### config.mk
export PLATFORM = sky130hd
export DESIGN_NAME = uniform_bin_histogram_flat
export DESIGN_NICKNAME = d
export VERILOG_FILES = /design/src/design/ubh_pkg.sv /design/src/design/ubh_if.sv /design/src/design/ubh_ram.sv /design/src/design/ubh_div.sv /design/src/design/uniform_bin_histogram.sv /design/src/flat_wrapper.sv
export VERILOG_INCLUDE_DIRS = /design/src /design/src/design
export SDC_FILE = /design/constraint.sdc
export NUM_CORES = 2
export LEC_CHECK = 0
export BUFFER_PORTS_ARGS = -buffer_cell sky130_fd_sc_hd__buf_2
export CAP_MARGIN = 0
export CORE_UTILIZATION = 60
export CTS_BUF_LIST = sky130_fd_sc_hd__clkbuf_8
export DETAILED_ROUTE_END_ITERATION = 8
export PLACE_DENSITY_LB_ADDON = 0.3
export REMOVE_ABC_BUFFERS = 1
export SLEW_MARGIN = 5
export SYNTH_ARGS = -nofsm -noshare
export SYNTH_HDL_FRONTEND = slang
export SYNTH_HIERARCHICAL = 1
export SYNTH_SLANG_ARGS = --single-unit
### constraint.sdc
create_clock -name clk -period 18.1 [get_ports clk]
set_input_delay 0.905 -clock clk [delete_from_list [all_inputs] [get_ports clk]]
set_output_delay 0.905 -clock clk [all_outputs]
set_load 0.03 [all_outputs]
### src/design/assert_macros.svh
// Assertion macros shared by the histogram RTL.
`ifndef ASSERT_MACROS_SVH
`define ASSERT_MACROS_SVH

`ifndef SYNTHESIS
// Same-cycle implication, clocked on clk, off during reset.
`define ASSERT_IMP(lbl, ante, cons, msg) \
	lbl: assert property (@(posedge clk) disable iff (!arst_n) (ante) |-> (cons)) \
		else $error(msg);
// Next-cycle implication, clocked on clk, off during reset.
`define ASSERT_NXT(lbl, ante, cons, msg) \
	lbl: assert property (@(posedge clk) disable iff (!arst_n) (ante) |=> (cons)) \
		else $error(msg);
`else
`define ASSERT_IMP(lbl, ante, cons, msg)
`define ASSERT_NXT(lbl, ante, cons, msg)
`endif

`endif

### src/design/ubh_pkg.sv
// Types, constants and codes of the uniform-bin histogram.
package ubh_pkg;

	localparam int BIN_DEPTH_DEF   = 64;
	localparam int COUNT_WIDTH_DEF = 32;

	localparam int SAMPLE_W  = 32;
	localparam int BIN_W     = 6;
	localparam int NBINS_W   = 7;
	localparam int COUNT_W   = 32;
	localparam int CFG_IDX_W = 2;
	localparam int CFG_DAT_W = 32;

	localparam int QUO_W      = NBINS_W;
	localparam int DIV_STEPS  = QUO_W;
	localparam int STEP_W     = $clog2(DIV_STEPS);
	localparam int DIVISOR_W  = SAMPLE_W;
	localparam int DIVIDEND_W = DIVISOR_W + QUO_W;

	localparam logic [CFG_IDX_W-1:0] REG_RANGE_LOW  = 2'd0;
	localparam logic [CFG_IDX_W-1:0] REG_RANGE_HIGH = 2'd1;
	localparam logic [CFG_IDX_W-1:0] REG_BIN_COUNT  = 2'd2;

	localparam logic [SAMPLE_W-1:0] RANGE_LOW_RST  = 32'h0000_0000;
	localparam logic [SAMPLE_W-1:0] RANGE_HIGH_RST = 32'h0001_0000;
	localparam logic [NBINS_W-1:0]  BIN_COUNT_RST  = 7'd64;

	localparam logic CMD_ADD  = 1'b0;
	localparam logic CMD_READ = 1'b1;

	typedef enum logic [2:0] {
		S_CLEAR,
		S_IDLE,
		S_PREP,
		S_START,
		S_DIV,
		S_FETCH,
		S_UPDATE
	} ubh_state_t;

	typedef struct packed {
		logic                  start;
		logic [DIVIDEND_W-1:0] dividend;
		logic [DIVISOR_W-1:0]  divisor;
	} div_req_t;

	typedef struct packed {
		logic             done;
		logic [QUO_W-1:0] quotient;
	} div_rsp_t;

endpackage

### src/design/ubh_if.sv
// Request and result channel interfaces of the histogram.
interface ubh_in_if;
	import ubh_pkg::*;
	logic                       valid;
	logic                       ready;
	logic                       command;
	logic signed [SAMPLE_W-1:0] sample_value;
	logic [BIN_W-1:0]           read_bin;
	modport source (output valid, command, sample_value, read_bin, input ready);
	modport sink (input valid, command, sample_value, read_bin, output ready);
endinterface

interface ubh_out_if;
	import ubh_pkg::*;
	logic               valid;
	logic               ready;
	logic               in_range;
	logic [BIN_W-1:0]   bin_index;
	logic [COUNT_W-1:0] count_value;
	modport source (output valid, in_range, bin_index, count_value, input ready);
	modport sink (input valid, in_range, bin_index, count_value, output ready);
endinterface

### src/design/ubh_ram.sv
// Generic single-write, single-read RAM with registered read data.
module ubh_ram #(
	parameter int WIDTH = 32,
	parameter int DEPTH = 64,
	localparam int AW = (DEPTH > 1) ? $clog2(DEPTH) : 1
) (
	input  logic             clk,
	input  logic             we,
	input  logic [AW-1:0]    waddr,
	input  logic [WIDTH-1:0] wdata,
	input  logic [AW-1:0]    raddr,
	output logic [WIDTH-1:0] rdata
);
	logic [WIDTH-1:0] mem_q [DEPTH];
	logic [WIDTH-1:0] rdata_q;

	always_ff @(posedge clk) begin
		if (we) begin
			mem_q[waddr] <= wdata;
		end
		rdata_q <= mem_q[raddr];
	end

	assign rdata = rdata_q;
endmodule

### src/design/ubh_div.sv
// Restoring divider, one quotient bit per cycle over a shared subtractor.
module ubh_div (
	input  logic              clk,
	input  logic              arst_n,
	input  ubh_pkg::div_req_t req,
	output ubh_pkg::div_rsp_t rsp
);
	import ubh_pkg::*;

	logic                 busy_q;
	logic                 done_q;
	logic [STEP_W-1:0]    step_q;
	logic [DIVISOR_W-1:0] rem_q;
	logic [DIVISOR_W-1:0] dsr_q;
	logic [QUO_W-1:0]     sh_q;
	logic [QUO_W-1:0]     quo_q;

	logic [DIVISOR_W:0] trial;
	logic [DIVISOR_W:0] trial_sub;
	logic               ge;

	assign trial     = {rem_q, sh_q[QUO_W-1]};
	assign trial_sub = trial - {1'b0, dsr_q};
	assign ge        = trial >= {1'b0, dsr_q};

	always_ff @(posedge clk or negedge arst_n) begin
		if (!arst_n) begin
			busy_q <= 1'b0;
			done_q <= 1'b0;
			step_q <= '0;
		end else begin
			done_q <= 1'b0;
			if (req.start) begin
				busy_q <= 1'b1;
				step_q <= '0;
			end else if (busy_q) begin
				step_q <= step_q + 1'b1;
				if (step_q == STEP_W'(DIV_STEPS - 1)) begin
					busy_q <= 1'b0;
					done_q <= 1'b1;
				end
			end
		end
	end

	always_ff @(posedge clk) begin
		if (req.start) begin
			rem_q <= req.dividend[DIVIDEND_W-1:QUO_W];
			sh_q  <= req.dividend[QUO_W-1:0];
			dsr_q <= req.divisor;
			quo_q <= '0;
		end else if (busy_q) begin
			rem_q <= ge ? trial_sub[DIVISOR_W-1:0] : trial[DIVISOR_W-1:0];
			sh_q  <= {sh_q[QUO_W-2:0], 1'b0};
			quo_q <= {quo_q[QUO_W-2:0], ge};
		end
	end

	assign rsp.done     = done_q;
	assign rsp.quotient = quo_q;
endmodule

### src/design/uniform_bin_histogram.sv
// Top level of the uniform-bin histogram: sequencer, datapath and counter store.
//
//   channel  | dir | payload                               | accepted when
//   in_ch    | in  | command, sample_value, read_bin       | valid && ready
//   out_ch   | out | in_range, bin_index, count_value      | valid && ready
//   cfg      | in  | cfg_index, cfg_data                   | cfg_we
//
// A counted sample in the range but below its high edge goes through prep, the start
// of the 7-step restoring divider, the divider itself, one RAM read and one write
// before its result shows and the next request is taken. A read, a skipped sample
// or a sample on the high edge skips the divider: prep leads straight to the RAM read.
// After reset a clearing pass writes zero to all BIN_DEPTH counters, one a cycle.
// in_ch.ready stays low during that pass and while an item is at work; a stalled
// out_ch holds the finished result and the next one waits in the update step.
`include "assert_macros.svh"

module uniform_bin_histogram #(
	parameter int BIN_DEPTH   = ubh_pkg::BIN_DEPTH_DEF,
	parameter int COUNT_WIDTH = ubh_pkg::COUNT_WIDTH_DEF
) (
	input  logic                           clk,
	input  logic                           arst_n,
	input  logic                           cfg_we,
	input  logic [ubh_pkg::CFG_IDX_W-1:0]  cfg_index,
	input  logic [ubh_pkg::CFG_DAT_W-1:0]  cfg_data,
	ubh_in_if.sink                         in_ch,
	ubh_out_if.source                      out_ch
);
	import ubh_pkg::*;

	localparam int AW    = (BIN_DEPTH > 1) ? $clog2(BIN_DEPTH) : 1;
	localparam int DEP_W = 13;

	ubh_state_t state_q, state_d;

	logic signed [SAMPLE_W-1:0] low_q;
	logic signed [SAMPLE_W-1:0] high_q;
	logic [NBINS_W-1:0]         nbins_q;

	logic                       cmd_q;
	logic signed [SAMPLE_W-1:0] sample_q;
	logic [BIN_W-1:0]           rbin_q;
	logic                       hit_q;
	logic [NBINS_W-1:0]         idx_q;
	logic [DIVISOR_W-1:0]       span_q;
	logic [DIVIDEND_W-1:0]      dividend_q;
	logic [AW-1:0]              clr_q;

	logic               out_valid_q;
	logic               out_hit_q;
	logic [BIN_W-1:0]   out_idx_q;
	logic [COUNT_W-1:0] out_cnt_q;

	logic               accept;
	logic               out_free;
	logic               out_load;
	logic               div_start;
	div_req_t           div_req;
	div_rsp_t           div_rsp;

	logic [DEP_W-1:0]   n_wide;
	logic [NBINS_W-1:0] n;
	logic [SAMPLE_W:0]  diff_x;
	logic [SAMPLE_W:0]  span_x;
	logic               add_hit;
	logic               on_edge;
	logic [DIVIDEND_W-1:0] prod;
	logic [NBINS_W-1:0] quo_clamped;

	logic                   ram_we;
	logic [AW-1:0]          ram_waddr;
	logic [COUNT_WIDTH-1:0] ram_wdata;
	logic [AW-1:0]          idx_addr;
	logic [AW+NBINS_W-1:0]  idx_wide;
	logic [COUNT_WIDTH-1:0] rdata;
	logic [COUNT_WIDTH-1:0] cnt_inc;
	logic [COUNT_WIDTH-1:0] cnt_sel;
	logic [COUNT_WIDTH+COUNT_W-1:0] cnt_wide;

	// configuration
	always_ff @(posedge clk or negedge arst_n) begin
		if (!arst_n) begin
			low_q   <= RANGE_LOW_RST;
			high_q  <= RANGE_HIGH_RST;
			nbins_q <= BIN_COUNT_RST;
		end else if (cfg_we) begin
			unique case (cfg_index)
				REG_RANGE_LOW:  low_q   <= cfg_data[SAMPLE_W-1:0];
				REG_RANGE_HIGH: high_q  <= cfg_data[SAMPLE_W-1:0];
				REG_BIN_COUNT:  nbins_q <= cfg_data[NBINS_W-1:0];
				default: ;
			endcase
		end
	end

	// bins in use and range checks
	assign n_wide = ({6'b0, nbins_q} > DEP_W'(BIN_DEPTH)) ? DEP_W'(BIN_DEPTH)
	                                                       : {6'b0, nbins_q};
	assign n       = n_wide[NBINS_W-1:0];
	assign diff_x  = {sample_q[SAMPLE_W-1], sample_q} - {low_q[SAMPLE_W-1], low_q};
	assign span_x  = {high_q[SAMPLE_W-1], high_q} - {low_q[SAMPLE_W-1], low_q};
	assign add_hit = (n != '0) && (high_q > low_q) && (sample_q >= low_q)
	                 && (sample_q <= high_q);
	assign on_edge = sample_q == high_q;
	assign prod    = {{QUO_W{1'b0}}, diff_x[SAMPLE_W-1:0]} * {{DIVISOR_W{1'b0}}, n};
	assign quo_clamped = (div_rsp.quotient >= n) ? n - 1'b1 : div_rsp.quotient;

	// counter store addressing
	assign idx_wide = {{AW{1'b0}}, idx_q};
	assign idx_addr = idx_wide[AW-1:0];
	assign cnt_inc  = (rdata == {COUNT_WIDTH{1'b1}}) ? rdata : rdata + 1'b1;
	assign cnt_sel  = !hit_q ? '0 : ((cmd_q == CMD_ADD) ? cnt_inc : rdata);
	assign cnt_wide = {{COUNT_W{1'b0}}, cnt_sel};

	assign accept   = in_ch.valid && in_ch.ready;
	assign out_free = !out_valid_q || out_ch.ready;

	// sequencer
	always_ff @(posedge clk or negedge arst_n) begin
		if (!arst_n) begin
			state_q <= S_CLEAR;
		end else begin
			state_q <= state_d;
		end
	end

	always_comb begin
		state_d     = state_q;
		in_ch.ready = 1'b0;
		div_start   = 1'b0;
		out_load    = 1'b0;
		ram_we      = 1'b0;
		ram_waddr   = idx_addr;
		ram_wdata   = cnt_inc;
		unique case (state_q)
			S_CLEAR: begin
				ram_we    = 1'b1;
				ram_waddr = clr_q;
				ram_wdata = '0;
				if (clr_q == AW'(BIN_DEPTH - 1)) begin
					state_d = S_IDLE;
				end
			end
			S_IDLE: begin
				in_ch.ready = 1'b1;
				if (in_ch.valid) begin
					state_d = S_PREP;
				end
			end
			S_PREP: begin
				if (cmd_q == CMD_ADD && add_hit && !on_edge) begin
					state_d = S_START;
				end else begin
					state_d = S_FETCH;
				end
			end
			S_START: begin
				div_start = 1'b1;
				state_d   = S_DIV;
			end
			S_DIV: begin
				if (div_rsp.done) begin
					state_d = S_FETCH;
				end
			end
			S_FETCH: begin
				state_d = S_UPDATE;
			end
			S_UPDATE: begin
				if (out_free) begin
					out_load = 1'b1;
					ram_we   = hit_q && (cmd_q == CMD_ADD);
					state_d  = S_IDLE;
				end
			end
			default: state_d = S_IDLE;
		endcase
	end

	always_ff @(posedge clk or negedge arst_n) begin
		if (!arst_n) begin
			clr_q <= '0;
		end else if (state_q == S_CLEAR) begin
			clr_q <= clr_q + 1'b1;
		end
	end

	// datapath
	always_ff @(posedge clk) begin
		if (accept) begin
			cmd_q    <= in_ch.command;
			sample_q <= in_ch.sample_value;
			rbin_q   <= in_ch.read_bin;
		end
		case (state_q)
			S_PREP: begin
				if (cmd_q == CMD_READ) begin
					hit_q <= {1'b0, rbin_q} < n;
					idx_q <= {1'b0, rbin_q};
				end else begin
					hit_q <= add_hit;
					idx_q <= (add_hit && on_edge) ? n - 1'b1 : '0;
				end
				span_q     <= span_x[SAMPLE_W-1:0];
				dividend_q <= prod;
			end
			S_DIV: begin
				if (div_rsp.done) begin
					idx_q <= quo_clamped;
				end
			end
			default: ;
		endcase
	end

	assign div_req.start    = div_start;
	assign div_req.dividend = dividend_q;
	assign div_req.divisor  = span_q;

	ubh_div u_div (
		.clk    (clk),
		.arst_n (arst_n),
		.req    (div_req),
		.rsp    (div_rsp)
	);

	ubh_ram #(
		.WIDTH (COUNT_WIDTH),
		.DEPTH (BIN_DEPTH)
	) u_counts (
		.clk   (clk),
		.we    (ram_we),
		.waddr (ram_waddr),
		.wdata (ram_wdata),
		.raddr (idx_addr),
		.rdata (rdata)
	);

	// result register
	always_ff @(posedge clk or negedge arst_n) begin
		if (!arst_n) begin
			out_valid_q <= 1'b0;
		end else if (out_load) begin
			out_valid_q <= 1'b1;
		end else if (out_ch.ready) begin
			out_valid_q <= 1'b0;
		end
	end

	always_ff @(posedge clk) begin
		if (out_load) begin
			out_hit_q <= hit_q;
			out_idx_q <= idx_q[BIN_W-1:0];
			out_cnt_q <= cnt_wide[COUNT_W-1:0];
		end
	end

	assign out_ch.valid       = out_valid_q;
	assign out_ch.in_range    = out_hit_q;
	assign out_ch.bin_index   = out_idx_q;
	assign out_ch.count_value = out_cnt_q;

	`ASSERT_IMP(a_we_state, ram_we, (state_q == S_CLEAR) || (state_q == S_UPDATE), "counter write outside clear or update")
	`ASSERT_IMP(a_bin_bound, out_load && hit_q && (cmd_q == CMD_ADD), idx_q < n, "counted bin beyond bins in use")
	`ASSERT_IMP(a_div_done, div_rsp.done, state_q == S_DIV, "divider finished while not awaited")
	`ASSERT_NXT(a_accept_prep, accept, state_q == S_PREP, "accepted request not taken to prep")
	`ASSERT_IMP(a_load_free, out_load, out_free, "result overwrites an undelivered one")

endmodule

### src/flat_wrapper.sv
// flat-port wrapper written by rule: the top's interface ports become plain ports
module uniform_bin_histogram_flat import ubh_pkg::*;
#(
	parameter int BIN_DEPTH   = ubh_pkg::BIN_DEPTH_DEF,
	parameter int COUNT_WIDTH = ubh_pkg::COUNT_WIDTH_DEF
)
  (clk, arst_n, cfg_we, cfg_index, cfg_data, in_ch_valid, in_ch_command, in_ch_sample_value, in_ch_read_bin, in_ch_ready, out_ch_valid, out_ch_in_range, out_ch_bin_index, out_ch_count_value, out_ch_ready);
  ubh_in_if in_ch_i ();
  ubh_out_if out_ch_i ();
  input  logic clk;
  input  logic arst_n;
  input  logic cfg_we;
  input  logic [ubh_pkg::CFG_IDX_W-1:0] cfg_index;
  input  logic [ubh_pkg::CFG_DAT_W-1:0] cfg_data;
  input wire logic [$bits(in_ch_i.valid)-1:0] in_ch_valid;
  input wire logic [$bits(in_ch_i.command)-1:0] in_ch_command;
  input wire logic [$bits(in_ch_i.sample_value)-1:0] in_ch_sample_value;
  input wire logic [$bits(in_ch_i.read_bin)-1:0] in_ch_read_bin;
  output wire logic [$bits(in_ch_i.ready)-1:0] in_ch_ready;
  output wire logic [$bits(out_ch_i.valid)-1:0] out_ch_valid;
  output wire logic [$bits(out_ch_i.in_range)-1:0] out_ch_in_range;
  output wire logic [$bits(out_ch_i.bin_index)-1:0] out_ch_bin_index;
  output wire logic [$bits(out_ch_i.count_value)-1:0] out_ch_count_value;
  input wire logic [$bits(out_ch_i.ready)-1:0] out_ch_ready;
  assign in_ch_i.valid = in_ch_valid;
  assign in_ch_i.command = in_ch_command;
  assign in_ch_i.sample_value = in_ch_sample_value;
  assign in_ch_i.read_bin = in_ch_read_bin;
  assign in_ch_ready = in_ch_i.ready;
  assign out_ch_valid = out_ch_i.valid;
  assign out_ch_in_range = out_ch_i.in_range;
  assign out_ch_bin_index = out_ch_i.bin_index;
  assign out_ch_count_value = out_ch_i.count_value;
  assign out_ch_i.ready = out_ch_ready;
  uniform_bin_histogram #(.BIN_DEPTH(BIN_DEPTH), .COUNT_WIDTH(COUNT_WIDTH)) u_core (.clk(clk), .arst_n(arst_n), .cfg_we(cfg_we), .cfg_index(cfg_index), .cfg_data(cfg_data), .in_ch(in_ch_i), .out_ch(out_ch_i));
endmodule
Word level (Yosys, flattened, before mapping). Memory sizes are Yosys's and may differ from the RTL's. A register that Yosys moved wholly into a read port is not among the register bits. Cells that the tools add are included.

Bits in registers: 320. Output and inout bits: 41. RAM bits: 2048. Word-level logic and storage cells: 118. Memories: 1.

Memories: u_core.u_counts.mem_q (words 64, width 32, rd ports 1, clocked after memory_dff 1, wr ports 1, line ubh_ram.sv:14) `logic [WIDTH-1:0] mem_q [DEPTH];`.

Reductions and logical operators: 22. Multipliers: 1. Bitwise logic cells: 1. Add/subtract/negate cells: 7. Equal/unequal tests: 16. Mux-type cells: 40. Order comparisons: 7.

Operators with widths (count): $mux W32 (6); $sub A32 B32 Y32 (3); $mul A32 B7 Y39 (1); $ge A33 B32 Y1 (1); $add A32 B1 Y32 const B (1); $eq A32 B32 Y1 (1); $eq A32 B32 Y1 const B (1); $ge A32 B32 Y1 (1); $gt A32 B32 Y1 (1); $le A32 B32 Y1 (1); $mux W6 (5); $mux W3 (7); $mux W7 (3); $pmux W3 S7 (1); $mux W1 (16); $eq A3 B3 Y1 const B (4); $pmux W6 S2 (1); $logic_and A1 B1 Y1 (8); $reduce_and A2 Y1 (4); $ge A7 B7 Y1 (1); $gt A7 B7 Y1 const B (1); $lt A6 B7 Y1 (1); $reduce_bool A7 Y1 (1); $add A6 B1 Y6 const B (1); 17 further kinds (23).

Longest topological paths before layout.
Word-level depth: 10. Mapped depth: 29.

By module. Netlist, hierarchy kept.

Modules (own cells, without submodules): ubh_ram (times used 1, cells an instance 3324, area an instance 78515.3 um^2, sequential area each 62139.6 um^2); uniform_bin_histogram (times used 1, cells an instance 2418, area an instance 22452.8 um^2, sequential area each 6713.9 um^2); ubh_div (times used 1, cells an instance 546, area an instance 5298.8 um^2, sequential area each 2397.3 um^2).

Least setup slack after synthesis. Ideal clock, no wire load.

Path type: register to register. Start point: register u_core.low_q[1]. End point: register u_core.dividend_q[32], data pin. Data arrival time: 6406 ps. Path buffers: 1. Library setup time: 195 ps. Data required time: 17905 ps. Clock period less this slack: 6601 ps. Cell stages (with the launch flop): 27. Path slack: 11499 ps. Cell sequence: dfrtp_1 inv_1 ha_1 nor2b_4 o31a_1 o31ai_2 a211o_1 a21boi_1 o31a_1 buf_2 or4_1 nand3_1 fa_1 fa_1 fa_1 inv_1 fa_1 inv_1 ha_1 a41oi_1 o21ai_0 a21oi_1 o211ai_1 a31oi_1 o21ai_0 a311o_1 o311ai_0.

Longest elaborated chain between the ends: 2.

RTL lines: start, declared (line uniform_bin_histogram.sv:36) `logic signed [SAMPLE_W-1:0] low_q;`; start signal, assigned (line uniform_bin_histogram.sv:88) `REG_RANGE_LOW: low_q <= cfg_data[SAMPLE_W-1:0];`; $sub A32 B32 Y32 (line uniform_bin_histogram.sv:100) `assign diff_x = {sample_q[SAMPLE_W-1], sample_q} - {low_q[SAMPLE_W-1], low_q};`; $mul A32 B7 Y39 (line uniform_bin_histogram.sv:105) `assign prod = {{QUO_W{1'b0}}, diff_x[SAMPLE_W-1:0]} * {{DIVISOR_W{1'b0}}, n};`; via u_core.prod[32] (line uniform_bin_histogram.sv:67) `logic [DIVIDEND_W-1:0] prod;`; end signal, assigned (line uniform_bin_histogram.sv:205) `dividend_q <= prod;`; end, declared (line uniform_bin_histogram.sv:46) `logic [DIVIDEND_W-1:0] dividend_q;`.

The timed path passes the listed nets, and every way through them passes these cells. A chain may end at the register's enable or synchronous reset.

Final worst setup path.
Start point: register u_core.low_q[1]. End point: register u_core.dividend_q[37], data pin.

The elaborated chain is that of the path after synthesis.

==> results.cfg <==
[outcome]
status = finished clean

[hold_path]
worst_hold_path_type = primary input to flip-flop

[yosys]
edff_count_synth = 2275
netlist_instances = 6288
yosys.area.top_type_share_pct = 64.3
part_of_the_yosys_area_used_for_sequential_elements_pct = 67.0
netlist.top_cell.by_area = sky130_fd_sc_hd__edfxtp_1
number_of_distinct_library_cells_after_synthesis = 112
synth_simple_gate_area_share_pct = 5.57
post_synth.cell_area_avg_um2 = 16.9
synth-async-reset-ratio_pct = 3.58
largest_family_of_logic_cells_by_synthesized_area = multiplexers
syn_area_mm2 = 0.106
post_synth_mux_area_share_pct = 13.2
synth_area_leaders = sky130_fd_sc_hd__edfxtp_1, sky130_fd_sc_hd__mux4_2, sky130_fd_sc_hd__fa_1
yosys.area_share.adder_pct = 5.25
ys_warn_count = 6
postSynth.topFlopCell = sky130_fd_sc_hd__edfxtp_1
yosys.area_share.xor_xnor_pct = 1.17
compound_gate_fraction_of_synth_area_pct = 5.37
synth-seq-cells = 2400

[critical_path]
most_frequent_cell_on_the_critical_path = sky130_fd_sc_hd__fa_1
critPathMaxStageDelay_ps = 660
timing.critical_path.cells = inv_1 > ha_1 > nor2b_4 > o31a_1 > o31ai_2 > a21boi_0 > o21ai_1 > a21oi_1 > nor3_1 > nor3_1 > fa_1 > fa_1 > fa_1 > inv_1 > fa_1 > inv_1 > ha_1 > nand4_1 > nor3_1 > nor4bb_1 > o2111ai_2 > a21oi_1 > or2_1 > o311ai_1
crit_arrival_ps = 8480
worst_r2r_startpoint = u_core/low_q[1]$_DFFE_PN0P_
launch_point_of_the_worst_path = u_core/low_q[1]$_DFFE_PN0P_
critical-path-slowest-cell = sky130_fd_sc_hd__nor4bb_1
r2r_cells = 24
cp_max_fo = 12
r2r_slack_ps = 10310
criticalPathCategory = flip-flop to flip-flop
timing.critical_path.to_type = flip-flop
cp-start-kind = flip-flop
rr_endpoint = u_core/dividend_q[37]$_DFFE_PP_
crit_path_end = u_core/dividend_q[37]$_DFFE_PP_
cp.required_ps = 18790

[floorplanning]
floorplan.io_pins = 119
initial_utilization_pct = 60.3
core_mm2 = 0.176
die_height_um = 423
fp.dieArea_mm2 = 0.179
floorplan.rows = 154
die_width_um = 423

[route]
avgViaCountPerCell = 6.55
initial_drt_markers = 7720
drt_first_pass_iters = 6
wl_per_cell_um = 29.5
postRouteWirelength_um = 275000
ant_nets = 0
routed-via-count = 60900
drt_drc = 0

[clock_tree]
clock_tree.root_cell = sky130_fd_sc_hd__clkbuf_8
postCtsResizedCells = 0
worstSkewPairLatency_ps = 1090
numCtsBuffers = 389
cts-root-to-sink-buffers = 4
clock_sink_count = 2400
cts_htree_levels = 5
cts_tree = done
clk_transition_reported_paths_ps = 60

[finish]
final_area_mm2 = 0.118
finish.cell_count_without_fillers = 9309
final_net_count = 7099
utilization_pct = 66.9
most-common-layout-cells = sky130_fd_sc_hd__edfxtp_1, sky130_fd_sc_hd__mux4_2, sky130_fd_sc_hd__inv_1
area.growth.synth_to_final_pct = 10.8
nFillCells = 11500
drive_above_1_share_pct = 22.2
layout_commonest_cell = sky130_fd_sc_hd__edfxtp_1

[sta]
layout_setup_ws_ps = 10310
finalWorstPathRequiredPeriod_ps = 7790
report.final.setup_viol = 0
rsz_0062_raised_after_global_routing = no
finalHoldViolCount = 0
report.final.slew_viol_count = 0
relSlewSlack_pct = 17.3
period_share_pct = 43.0
fmax_ghz = 0.128
clock-skew-final_ps = 142
worst-slew-pin-transition_ps = 1240
final.setup.tns_ps = 0

[global_route]
gr-total-overflow = 0
initial_antenna_violation_count = 13
grt.total_usage_pct = 30.9
pin_count_of_the_biggest_net_entering_global_routing = 120
first_pass_grt_wire_length_um = 401000
grt_pass1_vias = 61100

[power]
power_frac_comb_pct = 21.6
total_switching_power_mw = 3.87
cellInternalPower_mw = 9.55
pd_cells_mw_per_mm2 = 114
p_seq_share_pct = 45.9
clkPwrFrac_pct = 32.6
power.ir.vdd_worst_mv = 0.102
power_switching_share_pct = 28.8
static-leakage-power_nw = 38.0

[place]
dp_slack_ps = 10530
port-buffer-count = 118
gp_congestion = 0.943
postPlaceCellArea_mm2 = 0.110
place.detailed.instances = 8597
hpwl_um = 171000

[run]
max-cap-violations = 0
[cells in the mapped netlist (17+ instances only)]
| master | number |
|---|---|
| sky130_fd_sc_hd__nand3_1 | 80 |
| sky130_fd_sc_hd__or2_2 | 17 |
| sky130_fd_sc_hd__xor2_1 | 49 |
| sky130_fd_sc_hd__o21ai_0 | 116 |
| sky130_fd_sc_hd__a21oi_1 | 223 |
| sky130_fd_sc_hd__nand2b_1 | 43 |
| sky130_fd_sc_hd__fa_1 | 152 |
| sky130_fd_sc_hd__and2_1 | 52 |
| sky130_fd_sc_hd__edfxtp_1 | 2275 |
| sky130_fd_sc_hd__nor3_1 | 111 |
| sky130_fd_sc_hd__or3_1 | 37 |
| sky130_fd_sc_hd__or4_1 | 21 |
| sky130_fd_sc_hd__dfrtp_1 | 84 |
| sky130_fd_sc_hd__mux4_2 | 544 |
| sky130_fd_sc_hd__a211oi_1 | 25 |
| sky130_fd_sc_hd__o211ai_1 | 18 |
| sky130_fd_sc_hd__buf_1 | 28 |
| sky130_fd_sc_hd__nor2_1 | 411 |
| sky130_fd_sc_hd__buf_4 | 31 |
| sky130_fd_sc_hd__inv_1 | 303 |
| sky130_fd_sc_hd__and3_1 | 34 |
| sky130_fd_sc_hd__a21o_1 | 67 |
| sky130_fd_sc_hd__buf_2 | 76 |
| sky130_fd_sc_hd__o21a_1 | 35 |
| sky130_fd_sc_hd__nand2_1 | 263 |
| sky130_fd_sc_hd__mux2i_1 | 112 |
| sky130_fd_sc_hd__mux2_2 | 56 |
| sky130_fd_sc_hd__a31oi_1 | 40 |
| sky130_fd_sc_hd__a311oi_1 | 19 |
| sky130_fd_sc_hd__nor2b_1 | 41 |
| sky130_fd_sc_hd__xnor2_1 | 91 |
| sky130_fd_sc_hd__nand4_1 | 41 |
| sky130_fd_sc_hd__nor4_1 | 20 |
| sky130_fd_sc_hd__o221ai_1 | 29 |
| sky130_fd_sc_hd__ha_1 | 203 |
| sky130_fd_sc_hd__o22ai_1 | 91 |
| sky130_fd_sc_hd__clkbuf_1 | 166 |
| sky130_fd_sc_hd__dfxtp_1 | 39 |
[layer usage]
| metal | track usage [%] | vias to the layer above | wire, µm |
|---|---|---|---|
| met5 | 0 | - | 34 |
| met4 | 16.5 | 6 | 15800 |
| met3 | 5.86 | 686 | 28700 |
| met2 | 48.6 | 3625 | 130000 |
| met1 | 41.4 | 31100 | 100000 |
| li1 | - | 25600 | - |
[sequential cells by signal, summed over array words and instances (netlist names), 32 cells and up]
signal / count
u_core/u_counts/mem_q: 2048
u_core/dividend_q: 39
u_core/high_q: 32
u_core/low_q: 32
u_core/out_ch.count_value: 32
u_core/sample_q: 32
u_core/span_q: 32
u_core/u_counts/rdata: 32
u_core/u_div/dsr_q: 32
u_core/u_div/rem_q: 32
[power by group through the flow]
stage | clock network [mW] | logic (mW) | registers (mW)
6_report | 4.37 | 2.90 | 6.16
5_1_grt | 4.67 | 3.25 | 6.16
4_1_cts | 4.43 | 2.86 | 6.16
2_1_floorplan | 0 | 2.14 | 6.27
3_3_place_gp | 0 | 2.80 | 6.27
3_5_place_dp | 0 | 2.84 | 6.27
[layout make-up]
class	instances	area (µm²)	share of cell area, %
diodes	10	25.0	0.0212
clock buffers	406	5590	4.74
clock inverters	278	1590	1.35
inverters	305	1140	0.972
multi-input cells	3275	33200	28.2
flip-flops and latches	2400	71300	60.5
well taps	2340	2930	2.49
repair buffers	295	2030	1.72
[timing repair]
item / 4_1_cts / 5_1_grt
endpoints found under the hold margin: 49 / 0
hold buffers: 18 / 0
buffers inserted: 0 / 0
setup endpoints to repair: 0 / 0
[cells by family (layout without fill, tap and decap cells)]
family	after synthesis	after routing
mux	712	712
flops	2400	2400
simple gates	1228	1228
compound gates	839	839
fa+ha+maj	355	355
other cells	0	10
xor+xnor	141	141
buf+inv	613	1284
[worst max-delay path, delay by kind of cell, from the launching register on]
kind            cells  cell delay (ps)
simple gates        7             2180
fa+ha+maj           6             2840
compound gates      8             1820
buf+inv             3              200
flops               1              420
[through the flow]
stage	hold slack (ps)	power (mW)
2_1_floorplan	400	8.41
5_1_grt	24.9	14.1
6_report	75.9	13.4
3_3_place_gp	401	9.07
3_5_place_dp	405	9.11
4_1_cts	0.925	13.5
[worst min path at each step]
stage | startpoint | end | slack [ps] | cells past startpoint
4_1_cts | in_ch_sample_value[22] | u_core/sample_q[22]$_DFFE_PP_ | 0.9 | 1
3_3_place_gp | u_core/span_q[28]$_DFFE_PP_ | u_core/u_div/dsr_q[28]$_DFFE_PP_ | 400 | 0
2_1_floorplan | u_core/span_q[0]$_DFFE_PP_ | u_core/u_div/dsr_q[0]$_DFFE_PP_ | 400 | 0
6_report | in_ch_sample_value[23] | u_core/sample_q[23]$_DFFE_PP_ | 80 | 1
5_1_grt | in_ch_sample_value[1] | u_core/sample_q[1]$_DFFE_PP_ | 20 | 1
3_5_place_dp | u_core/span_q[30]$_DFFE_PP_ | u_core/u_div/dsr_q[30]$_DFFE_PP_ | 400 | 0
No activity file was read; power rests on OpenSTA's default activity.
